`src/rtl/esc_pkg.sv`:
```
`default_nettype none

package esc_pkg;

  // mode codes (code 7 is unused and falls back to wait-neutral)
  localparam logic [2:0] MODE_BOOT  = 3'd0;
  localparam logic [2:0] MODE_WAITN = 3'd1;
  localparam logic [2:0] MODE_READY = 3'd2;
  localparam logic [2:0] MODE_FWD   = 3'd3;
  localparam logic [2:0] MODE_BRAKE = 3'd4;
  localparam logic [2:0] MODE_REV   = 3'd5;
  localparam logic [2:0] MODE_FAULT = 3'd6;

  // motor controller states
  localparam logic [2:0] MS_IDLE  = 3'd0;
  localparam logic [2:0] MS_START = 3'd1;
  localparam logic [2:0] MS_RUN   = 3'd2;
  localparam logic [2:0] MS_FNOW  = 3'd3;
  localparam logic [2:0] MS_FOVER = 3'd4;

  // rev-up direction codes
  localparam logic [1:0] REVUP_NONE = 2'd0;
  localparam logic [1:0] REVUP_FWD  = 2'd1;
  localparam logic [1:0] REVUP_REV  = 2'd2;

  // configuration register indexes
  localparam int CFG_IDX_W = 3;
  localparam int CFG_DATA_W = 16;
  localparam logic [CFG_IDX_W-1:0] CFG_DEADBAND   = 3'd0;
  localparam logic [CFG_IDX_W-1:0] CFG_TIMEOUT    = 3'd1;
  localparam logic [CFG_IDX_W-1:0] CFG_TELEM      = 3'd2;
  localparam logic [CFG_IDX_W-1:0] CFG_MAX_TORQUE = 3'd3;
  localparam logic [CFG_IDX_W-1:0] CFG_WRONG_DIR  = 3'd4;

  // configuration reset values
  localparam logic [14:0] DEADBAND_RESET   = 15'd655;
  localparam logic [15:0] TIMEOUT_RESET    = 16'd500;
  localparam logic [15:0] TELEM_RESET      = 16'd100;
  localparam logic [14:0] MAX_TORQUE_RESET = 15'd7000;
  localparam logic [14:0] WRONG_DIR_RESET  = 15'd50;

  // full-scale command, torque divisor (2^15 - 1)
  localparam logic [14:0] FULL_SCALE = 15'h7FFF;

  typedef struct packed {
    logic               fresh_cmd;
    logic signed [15:0] cmd_raw;
    logic        [2:0]  motor_state;
    logic signed [15:0] speed_rpm;
    logic        [15:0] fault_bits;
    logic               start_granted;
  } tick_t;

  typedef struct packed {
    logic        [2:0]  mode;
    logic               stop_req;
    logic               start_req;
    logic               ack_req;
    logic        [1:0]  revup_dir;
    logic               torque_valid;
    logic signed [15:0] torque_ma;
    logic               telemetry_due;
  } result_t;

endpackage

`default_nettype wire

```
`src/rtl/esc_stream_if.sv`:
```
`default_nettype none

interface esc_tick_if;
  logic           valid;
  logic           ready;
  esc_pkg::tick_t payload;

  modport source (output valid, output payload, input ready);
  modport sink   (input valid, input payload, output ready);
endinterface

interface esc_result_if;
  logic             valid;
  logic             ready;
  esc_pkg::result_t payload;

  modport source (output valid, output payload, input ready);
  modport sink   (input valid, input payload, output ready);
endinterface

`default_nettype wire

```
`src/rtl/esc_drive_mode_sequencer_core.sv`:
```
`default_nettype none

// Drive-mode sequencer for a sensorless ESC, one tick transaction per 1 kHz control
// period. Each tick transaction updates the seven-state drive mode, the command-silence
// counter and the telemetry divider, and yields exactly one result transaction with the
// new mode, stop/start/ack requests, rev-up direction, torque target and telemetry strobe.
// Throughput is one transaction per clock while result.ready does not stall it; the input
// stage holds the mode decision and the 16x15 command-times-max-torque multiplier, the
// output stage holds the divide-by-32767 reduction (shift, add and two compares).
// A two-deep register pipeline separates tick and result sides, so a tick is taken
// while a result waits, as long as the input stage is empty. Configuration registers
// are written through cfg_we/cfg_index/cfg_data at any edge; indexes past the register
// list are ignored. Write them only while the pipeline is empty.

module esc_drive_mode_sequencer_core (
  input  wire logic                             clk,
  input  wire logic                             rst,
  esc_tick_if.sink                              tick,
  esc_result_if.source                          result,
  input  wire logic                             cfg_we,
  input  wire logic [esc_pkg::CFG_IDX_W-1:0]    cfg_index,
  input  wire logic [esc_pkg::CFG_DATA_W-1:0]   cfg_data
);

  // input-stage register: decisions plus the raw torque product
  typedef struct packed {
    esc_pkg::result_t res;
    logic [29:0]      prod_mag;
    logic             prod_neg;
  } stage_t;

  // configuration
  logic [14:0] deadband_raw;
  logic [15:0] timeout_ticks;
  logic [15:0] telemetry_period;
  logic [14:0] max_torque_ma;
  logic [14:0] wrong_dir_rpm;

  // sequencer state
  logic [2:0]  mode_reg;
  logic [15:0] silence_count;
  logic [15:0] telemetry_count;

  // pipeline
  logic   s1_valid;
  stage_t s1;
  logic   s2_valid;
  esc_pkg::result_t s2;

  logic adv2;
  logic accept;

  assign adv2       = !s2_valid || result.ready;
  assign tick.ready = !s1_valid || adv2;
  assign accept     = tick.valid && tick.ready;

  // ---------------- decision logic on the incoming tick ----------------
  logic [15:0] raw_u;
  logic [15:0] cmd_mag;
  logic        pos, neg, neutral, running;
  logic [15:0] spd_u;
  logic [15:0] spd_mag;
  logic        spd_over_pos, spd_over_neg;
  logic [15:0] silence_next;
  logic        cmd_stale;
  logic [15:0] telem_inc;
  logic [15:0] telemetry_next;
  logic        due;
  logic [29:0] prod_full;
  logic [2:0]  m;
  logic        stop, start, ack, tvalid;
  logic [1:0]  revup;
  logic        fwd, against, wrong;

  assign raw_u   = tick.payload.cmd_raw;
  assign cmd_mag = raw_u[15] ? (~raw_u + 16'd1) : raw_u;
  // signed compares against a nonnegative deadband
  assign pos     = !raw_u[15] && (raw_u[14:0] > deadband_raw);
  assign neg     = raw_u[15] && (cmd_mag > {1'b0, deadband_raw});
  assign neutral = !pos && !neg;
  assign running = (tick.payload.motor_state == esc_pkg::MS_RUN) ||
                   (tick.payload.motor_state == esc_pkg::MS_START);

  assign spd_u        = tick.payload.speed_rpm;
  assign spd_mag      = spd_u[15] ? (~spd_u + 16'd1) : spd_u;
  assign spd_over_pos = !spd_u[15] && (spd_u[14:0] > wrong_dir_rpm);
  assign spd_over_neg = spd_u[15] && (spd_mag > {1'b0, wrong_dir_rpm});

  // silence counter saturates at the timeout
  always_comb begin
    if (tick.payload.fresh_cmd) begin
      silence_next = '0;
    end else if (silence_count < timeout_ticks) begin
      silence_next = silence_count + 16'd1;
    end else begin
      silence_next = silence_count;
    end
  end
  assign cmd_stale = silence_next >= timeout_ticks;

  // telemetry divider; a zero period strobes every tick
  assign telem_inc      = telemetry_count + 16'd1;
  assign due            = telem_inc >= telemetry_period;
  assign telemetry_next = due ? 16'd0 : telem_inc;

  // |raw| <= 2^15 and max torque < 2^15, so the product stays below 2^30
  assign prod_full = 30'(cmd_mag) * 30'(max_torque_ma);

  always_comb begin
    m       = mode_reg;
    stop    = 1'b0;
    start   = 1'b0;
    ack     = 1'b0;
    tvalid  = 1'b0;
    revup   = esc_pkg::REVUP_NONE;
    fwd     = 1'b0;
    against = 1'b0;
    wrong   = 1'b0;

    // fault entry overrides, fault rules then run in the same tick
    if (((tick.payload.fault_bits != 16'd0) ||
         (tick.payload.motor_state == esc_pkg::MS_FNOW) ||
         (tick.payload.motor_state == esc_pkg::MS_FOVER)) &&
        (m != esc_pkg::MODE_FAULT)) begin
      stop = 1'b1;
      m    = esc_pkg::MODE_FAULT;
    end

    case (m)
      esc_pkg::MODE_BOOT: begin
        m = esc_pkg::MODE_WAITN;
      end
      esc_pkg::MODE_WAITN: begin
        if (neutral) m = esc_pkg::MODE_READY;
      end
      esc_pkg::MODE_READY: begin
        if (tick.payload.fresh_cmd && (pos || neg)) begin
          start = 1'b1;
          if (tick.payload.start_granted) begin
            revup = pos ? esc_pkg::REVUP_FWD : esc_pkg::REVUP_REV;
            m     = pos ? esc_pkg::MODE_FWD : esc_pkg::MODE_REV;
          end
        end
      end
      esc_pkg::MODE_FWD, esc_pkg::MODE_REV: begin
        fwd     = (m == esc_pkg::MODE_FWD);
        against = fwd ? neg : pos;
        wrong   = fwd ? spd_over_neg : spd_over_pos;
        if (cmd_stale || neutral) begin
          if (running) stop = 1'b1;
          m = esc_pkg::MODE_READY;
        end else if (against) begin
          if (running) stop = 1'b1;
          m = esc_pkg::MODE_BRAKE;
        end else if (tick.payload.motor_state == esc_pkg::MS_RUN) begin
          if (wrong) begin
            stop = 1'b1;
            m    = esc_pkg::MODE_READY;
          end else begin
            tvalid = 1'b1;
          end
        end else if (tick.payload.motor_state == esc_pkg::MS_IDLE) begin
          if (tick.payload.fresh_cmd) begin
            start = 1'b1;
            if (tick.payload.start_granted) begin
              revup = fwd ? esc_pkg::REVUP_FWD : esc_pkg::REVUP_REV;
            end
          end
        end
      end
      esc_pkg::MODE_BRAKE: begin
        if (tick.payload.motor_state == esc_pkg::MS_IDLE) begin
          if (tick.payload.fresh_cmd && (neg || pos)) begin
            start = 1'b1;
            if (tick.payload.start_granted) begin
              revup = neg ? esc_pkg::REVUP_REV : esc_pkg::REVUP_FWD;
              m     = neg ? esc_pkg::MODE_REV : esc_pkg::MODE_FWD;
            end
          end else begin
            m = esc_pkg::MODE_READY;
          end
        end
      end
      esc_pkg::MODE_FAULT: begin
        if (tick.payload.motor_state == esc_pkg::MS_FOVER) begin
          ack = 1'b1;
          if (pos || neg) begin
            start = 1'b1;
            if (tick.payload.start_granted) begin
              revup = pos ? esc_pkg::REVUP_FWD : esc_pkg::REVUP_REV;
            end
            m = pos ? esc_pkg::MODE_FWD : esc_pkg::MODE_REV;
          end else begin
            m = esc_pkg::MODE_WAITN;
          end
        end
      end
      default: begin
        m = esc_pkg::MODE_WAITN;
      end
    endcase
  end

  // ---------------- output stage: divide by 32767 ----------------
  // p = q0*2^15 + lo = q0*32767 + (q0 + lo); remainder term r0 < 2*32767 + 1
  logic [14:0] q0;
  logic [15:0] r0;
  logic [15:0] quot;
  logic [15:0] torque_next;
  esc_pkg::result_t s2_next;

  assign q0   = s1.prod_mag[29:15];
  assign r0   = 16'(q0) + 16'(s1.prod_mag[14:0]);
  assign quot = 16'(q0) + 16'(r0 >= {1'b0, esc_pkg::FULL_SCALE})
                        + 16'(r0 >= {esc_pkg::FULL_SCALE, 1'b0});
  assign torque_next = !s1.res.torque_valid ? 16'd0 :
                       s1.prod_neg ? (~quot + 16'd1) : quot;

  always_comb begin
    s2_next           = s1.res;
    s2_next.torque_ma = torque_next;
  end

  // ---------------- control registers ----------------
  always_ff @(posedge clk) begin
    if (rst) begin
      deadband_raw     <= esc_pkg::DEADBAND_RESET;
      timeout_ticks    <= esc_pkg::TIMEOUT_RESET;
      telemetry_period <= esc_pkg::TELEM_RESET;
      max_torque_ma    <= esc_pkg::MAX_TORQUE_RESET;
      wrong_dir_rpm    <= esc_pkg::WRONG_DIR_RESET;
      mode_reg         <= esc_pkg::MODE_BOOT;
      silence_count    <= '0;
      telemetry_count  <= '0;
      s1_valid         <= 1'b0;
      s2_valid         <= 1'b0;
    end else begin
      if (cfg_we) begin
        case (cfg_index)
          esc_pkg::CFG_DEADBAND:   deadband_raw     <= cfg_data[14:0];
          esc_pkg::CFG_TIMEOUT:    timeout_ticks    <= cfg_data;
          esc_pkg::CFG_TELEM:      telemetry_period <= cfg_data;
          esc_pkg::CFG_MAX_TORQUE: max_torque_ma    <= cfg_data[14:0];
          esc_pkg::CFG_WRONG_DIR:  wrong_dir_rpm    <= cfg_data[14:0];
          default: ;
        endcase
      end
      if (accept) begin
        mode_reg        <= m;
        silence_count   <= silence_next;
        telemetry_count <= telemetry_next;
      end
      if (tick.ready) s1_valid <= accept;
      if (adv2)       s2_valid <= s1_valid;
    end
  end

  // ---------------- payload registers ----------------
  always_ff @(posedge clk) begin
    if (accept) begin
      s1.res.mode          <= m;
      s1.res.stop_req      <= stop;
      s1.res.start_req     <= start;
      s1.res.ack_req       <= ack;
      s1.res.revup_dir     <= revup;
      s1.res.torque_valid  <= tvalid;
      s1.res.torque_ma     <= '0;
      s1.res.telemetry_due <= due;
      s1.prod_mag          <= prod_full;
      s1.prod_neg          <= raw_u[15];
    end
    if (adv2 && s1_valid) begin
      s2 <= s2_next;
    end
  end

  assign result.valid   = s2_valid;
  assign result.payload = s2;

  // ---------------- assertions ----------------
  a_reset_empty: assert property (@(posedge clk) rst |=> !result.valid)
    else $error("result valid right after reset");

  a_torque_mode: assert property (@(posedge clk) disable iff (rst)
    (result.valid && result.payload.torque_valid) |->
      (result.payload.mode == esc_pkg::MODE_FWD || result.payload.mode == esc_pkg::MODE_REV))
    else $error("torque target outside forward/reverse");

  a_revup_start: assert property (@(posedge clk) disable iff (rst)
    (result.valid && result.payload.revup_dir != esc_pkg::REVUP_NONE) |->
      result.payload.start_req)
    else $error("rev-up without start request");

  a_torque_zero: assert property (@(posedge clk) disable iff (rst)
    (result.valid && !result.payload.torque_valid) |-> (result.payload.torque_ma == 16'sd0))
    else $error("torque nonzero without torque_valid");

  a_pipe_fill: assert property (@(posedge clk) disable iff (rst)
    (accept && !s1_valid && !s2_valid) |=> (s1_valid && !result.valid))
    else $error("accepted transaction lost from input stage");

endmodule

`default_nettype wire
```
`src/flat_wrapper.sv`:
```
// flat-port wrapper written by rule: the top's interface ports become plain ports
module esc_drive_mode_sequencer_core_flat 
  (clk, rst, cfg_we, cfg_index, cfg_data, tick_valid, tick_payload, tick_ready, result_valid, result_payload, result_ready);
  esc_tick_if tick_i ();
  esc_result_if result_i ();
  input  wire logic clk;
  input  wire logic rst;
  input  wire logic cfg_we;
  input  wire logic [esc_pkg::CFG_IDX_W-1:0] cfg_index;
  input  wire logic [esc_pkg::CFG_DATA_W-1:0] cfg_data;
  input wire logic [$bits(tick_i.valid)-1:0] tick_valid;
  input wire logic [$bits(tick_i.payload)-1:0] tick_payload;
  output wire logic [$bits(tick_i.ready)-1:0] tick_ready;
  output wire logic [$bits(result_i.valid)-1:0] result_valid;
  output wire logic [$bits(result_i.payload)-1:0] result_payload;
  input wire logic [$bits(result_i.ready)-1:0] result_ready;
  assign tick_i.valid = tick_valid;
  assign tick_i.payload = tick_payload;
  assign tick_ready = tick_i.ready;
  assign result_valid = result_i.valid;
  assign result_payload = result_i.payload;
  assign result_i.ready = result_ready;
  esc_drive_mode_sequencer_core u_core (.clk(clk), .rst(rst), .tick(tick_i), .result(result_i), .cfg_we(cfg_we), .cfg_index(cfg_index), .cfg_data(cfg_data));
endmodule
```
`config.mk`:
```
export PLATFORM = sky130hd
export DESIGN_NAME = esc_drive_mode_sequencer_core_flat
export DESIGN_NICKNAME = d
export VERILOG_FILES = /design/src/rtl/esc_pkg.sv /design/src/rtl/esc_stream_if.sv /design/src/rtl/esc_drive_mode_sequencer_core.sv /design/src/flat_wrapper.sv
export SDC_FILE = /design/constraint.sdc
export NUM_CORES = 1
export LEC_CHECK = 0
export ABC_AREA = 1
export BUFFER_PORTS_ARGS = -buffer_cell sky130_fd_sc_hd__buf_2
export CAP_MARGIN = 40
export CORE_ASPECT_RATIO = 1.5
export CORE_UTILIZATION = 25
export DETAILED_ROUTE_END_ITERATION = 6
export PLACE_DENSITY_LB_ADDON = 0.3
export SYNTH_ARGS = -nofsm -noshare
export SYNTH_HDL_FRONTEND = slang
export SYNTH_SLANG_ARGS = --single-unit
```
`constraint.sdc`:
```
create_clock -name clk -period 8 [get_ports clk]
set_clock_uncertainty 0.05 [all_clocks]
set_input_delay 0.8 -clock clk [delete_from_list [all_inputs] [get_ports clk]]
set_output_delay 0.8 -clock clk [all_outputs]
set_load 0.1 [all_outputs]
```
==> flow_summary.json <==
{
  "pre_cts_ws_ns": 0.1190,
  "dp_cells": 3680,
  "setup_tns_ns": 0,
  "netlist_top_cells_area": "fa_1 18%, ha_1 14%, dfxtp_1 11%, edfxtp_1 10%, nand2_1 9.4%",
  "p_leak_nw": 10.81,
  "yosysMostFrequentCell": "nand2_1",
  "die_y_um": 347.1,
  "ys_warn_count": 0,
  "cts_setup_buffers": 0,
  "finalMaxSlewViolations": 0,
  "cts_root_buf": "clkbuf_16",
  "wire_per_inst_um": 16.10,
  "worstSetupStartpointType": "input pin",
  "nets": 3150,
  "die_x_um": 232.1,
  "fillCellCount": 8525,
  "num_rows": 126,
  "critPathKind": "in -> reg",
  "syn_to_final_growth_pct": 12.13,
  "antenna_found_initial": 0,
  "hold_violations": 0,
  "drc_errors": 0,
  "path_buf_inv": 13,
  "async_flop_share_pct": 0,
  "ctsResizeCount": 0,
  "crit_family": "adder cells",
  "final_area_um2": 22260,
  "worstSetupPathDepth": 37,
  "cts.clk_slew.worst_paths_ns": 0.08,
  "fmax_mhz": 135.8,
  "grt_pass1_vias": 16710,
  "initial_core_util_pct": 25.23,
  "layout-drive-gt1-share_pct": 8.891,
  "status": "finished clean",
  "clockBufferDepth": 2,
  "synthDistinctLibCells": 58,
  "worst-endpoint-required_ns": 8.18,
  "r2r_cells": 25,
  "critPathSlowestCell": "fa_1",
  "hpwlAfterDp_um": 49380,
  "arrival_ns": 7.54,
  "fp.dieArea_um2": 80560,
  "synth.net_count": 3053,
  "worstMarginPinSlew_ns": 0.8912,
  "fin_crit_ns": 7.365,
  "syn_inst": 2578,
  "period_share_pct": 92.06,
  "setup_slack_ns": 0.6354,
  "grt_use_met1_pct": 16.21,
  "synth_edf_count": 67,
  "overflow": 0,
  "busiest_layer": "met2",
  "final_util_pct": 28.29,
  "synth_seq_cells": 181,
  "final_cells": 3712,
  "setup_viol": 0,
  "synth_ff_type": "dfxtp_1",
  "cts_sinks": 181,
  "irDropWorstVdd_v": 0.0003708,
  "cts_tree": "yes",
  "top_level_ports": 105,
  "vias": 16590,
  "max_cap_viol_count": 0,
  "totalWireLength_um": 59780,
  "numPortBuffers": 104,
  "avgSynthCellArea_um2": 7.700,
  "powerDensity_nw_per_um2": 328.5,
  "worst-path-max-fanout": 8,
  "numCtsBuffers": 17,
  "slew_headroom_pct": 40.50,
  "cp_slowest_stage_delay_ns": 0.52,
  "grt_max_degree": 72,
  "viasPerCell": 4.470,
  "diodes": 0,
  "endpoint_kind": "flop",
  "place_area_um2": 21690,
  "ys_seq_area_share_pct": 21.63,
  "gp_congestion": 0.8613,
  "drt_first_pass_iters": 5,
  "cts_hold_buf": 0,
  "synth_common_cells": "495 x nand2_1, 467 x inv_1, 266 x nor2_1",
  "synth_top_area_share_pct": 18.25,
  "rsz0062_at_grt": "no",
  "grt_use_met2_pct": 28.30,
  "core_um2": 78670,
  "syn_area_um2": 19850,
  "hold_depth": 0,
  "grt_pass1_wl_um": 92650,
  "use_met3_pct": 2.234,
  "initialDrtViolationCount": 717,
  "yosys.area.top_type": "fa_1",
  "crit_top_cell": "inv_1",
  "ant_nets": 0,
  "hold_path_class": "reg -> reg",
  "insertion_delay_ns": 0.49,
  "grt_usage_pct": 15.15,
  "htree_num_levels": 4
}
## report_power, final
group / switching, mW / internal [mW]
combinational: 3.21 / 1.88
clock: 0.439 / 0.410
sequential: 0.112 / 1.27
total: 3.76 / 3.55
## through the flow
| stage | total power [mW] | hold WS, ns |
|---|---|---|
| after CTS | 7.391 | 0.3744 |
| after floorplan | 5.111 | 0.3503 |
| after global placement | 6.469 | 0.3537 |
| after global routing | 8.094 | 0.3771 |
| after detailed placement | 6.481 | 0.3552 |
| final | 7.311 | 0.3722 |
## layout make-up
type                       instances  area, µm²  share of cell area (%)
multi-input combinational       1842      13460                   60.46
sequential                       181       4294                   19.29
inverter                         495       1864                   8.376
tap                             1024       1281                   5.756
timing repair buffer             138      795.8                   3.575
clock buffer                      17      425.4                   1.911
clock inverter                    15      138.9                  0.6240
## metal layers
| layer | up-vias | wire (µm) |
|---|---|---|
| met3 | 114 | 1815 |
| li1 | 8378 | - |
| met5 | - | 0 |
| met1 | 7769 | 23530 |
| met4 | 0 | 3028 |
| met2 | 332 | 31400 |
## kinds of logic (layout without fill, tap and decap cells)
kind of cell / after synthesis / in the layout / share of synthesized area (%)
xor+xnor: 92 / 92 / 4.097
flops: 181 / 181 / 21.63
simple gates: 947 / 947 / 20.68
compound gates: 405 / 405 / 11.03
fa+ha+maj: 398 / 398 / 31.93
buf+inv: 555 / 665 / 10.63
## worst paths after layout
path | start | end | slack (ns)
min | u_core.s1[54]$_DFFE_PP_ | u_core.result.payload[23]$_DFFE_PP_ | 0.37
max reg2reg | u_core.max_torque_ma[5]$_SDFFE_PP0P_ | u_core.q0[11]$_DFFE_PP_ | 1.63
max | tick_payload[36] | u_core.q0[11]$_DFFE_PP_ | 0.64
min reg2reg | u_core.s1[54]$_DFFE_PP_ | u_core.result.payload[23]$_DFFE_PP_ | 0.37
## placed cells by master, fill, tap and decap left out, types with 8 or more instances in the layout
cell,Yosys,layout
xnor2_1,30,30
o21a_1,8,8
clkbuf_16,0,17
ha_1,217,217
o211ai_1,22,22
dfxtp_1,114,114
nand2_1,495,495
o21ai_1,9,9
xor2_1,61,61
inv_1,467,466
a21oi_1,205,204
o21ai_0,127,127
buf_4,0,32
buf_2,4,104
nor2_1,266,266
o31ai_1,8,8
edfxtp_1,67,67
fa_1,181,181
nor4_1,8,8
inv_2,15,17
nand3_1,71,71
nand4_1,20,20
nor3_1,27,27
nor2_2,9,9
clkinv_1,11,10
Power figures use the tool's default switching activity.
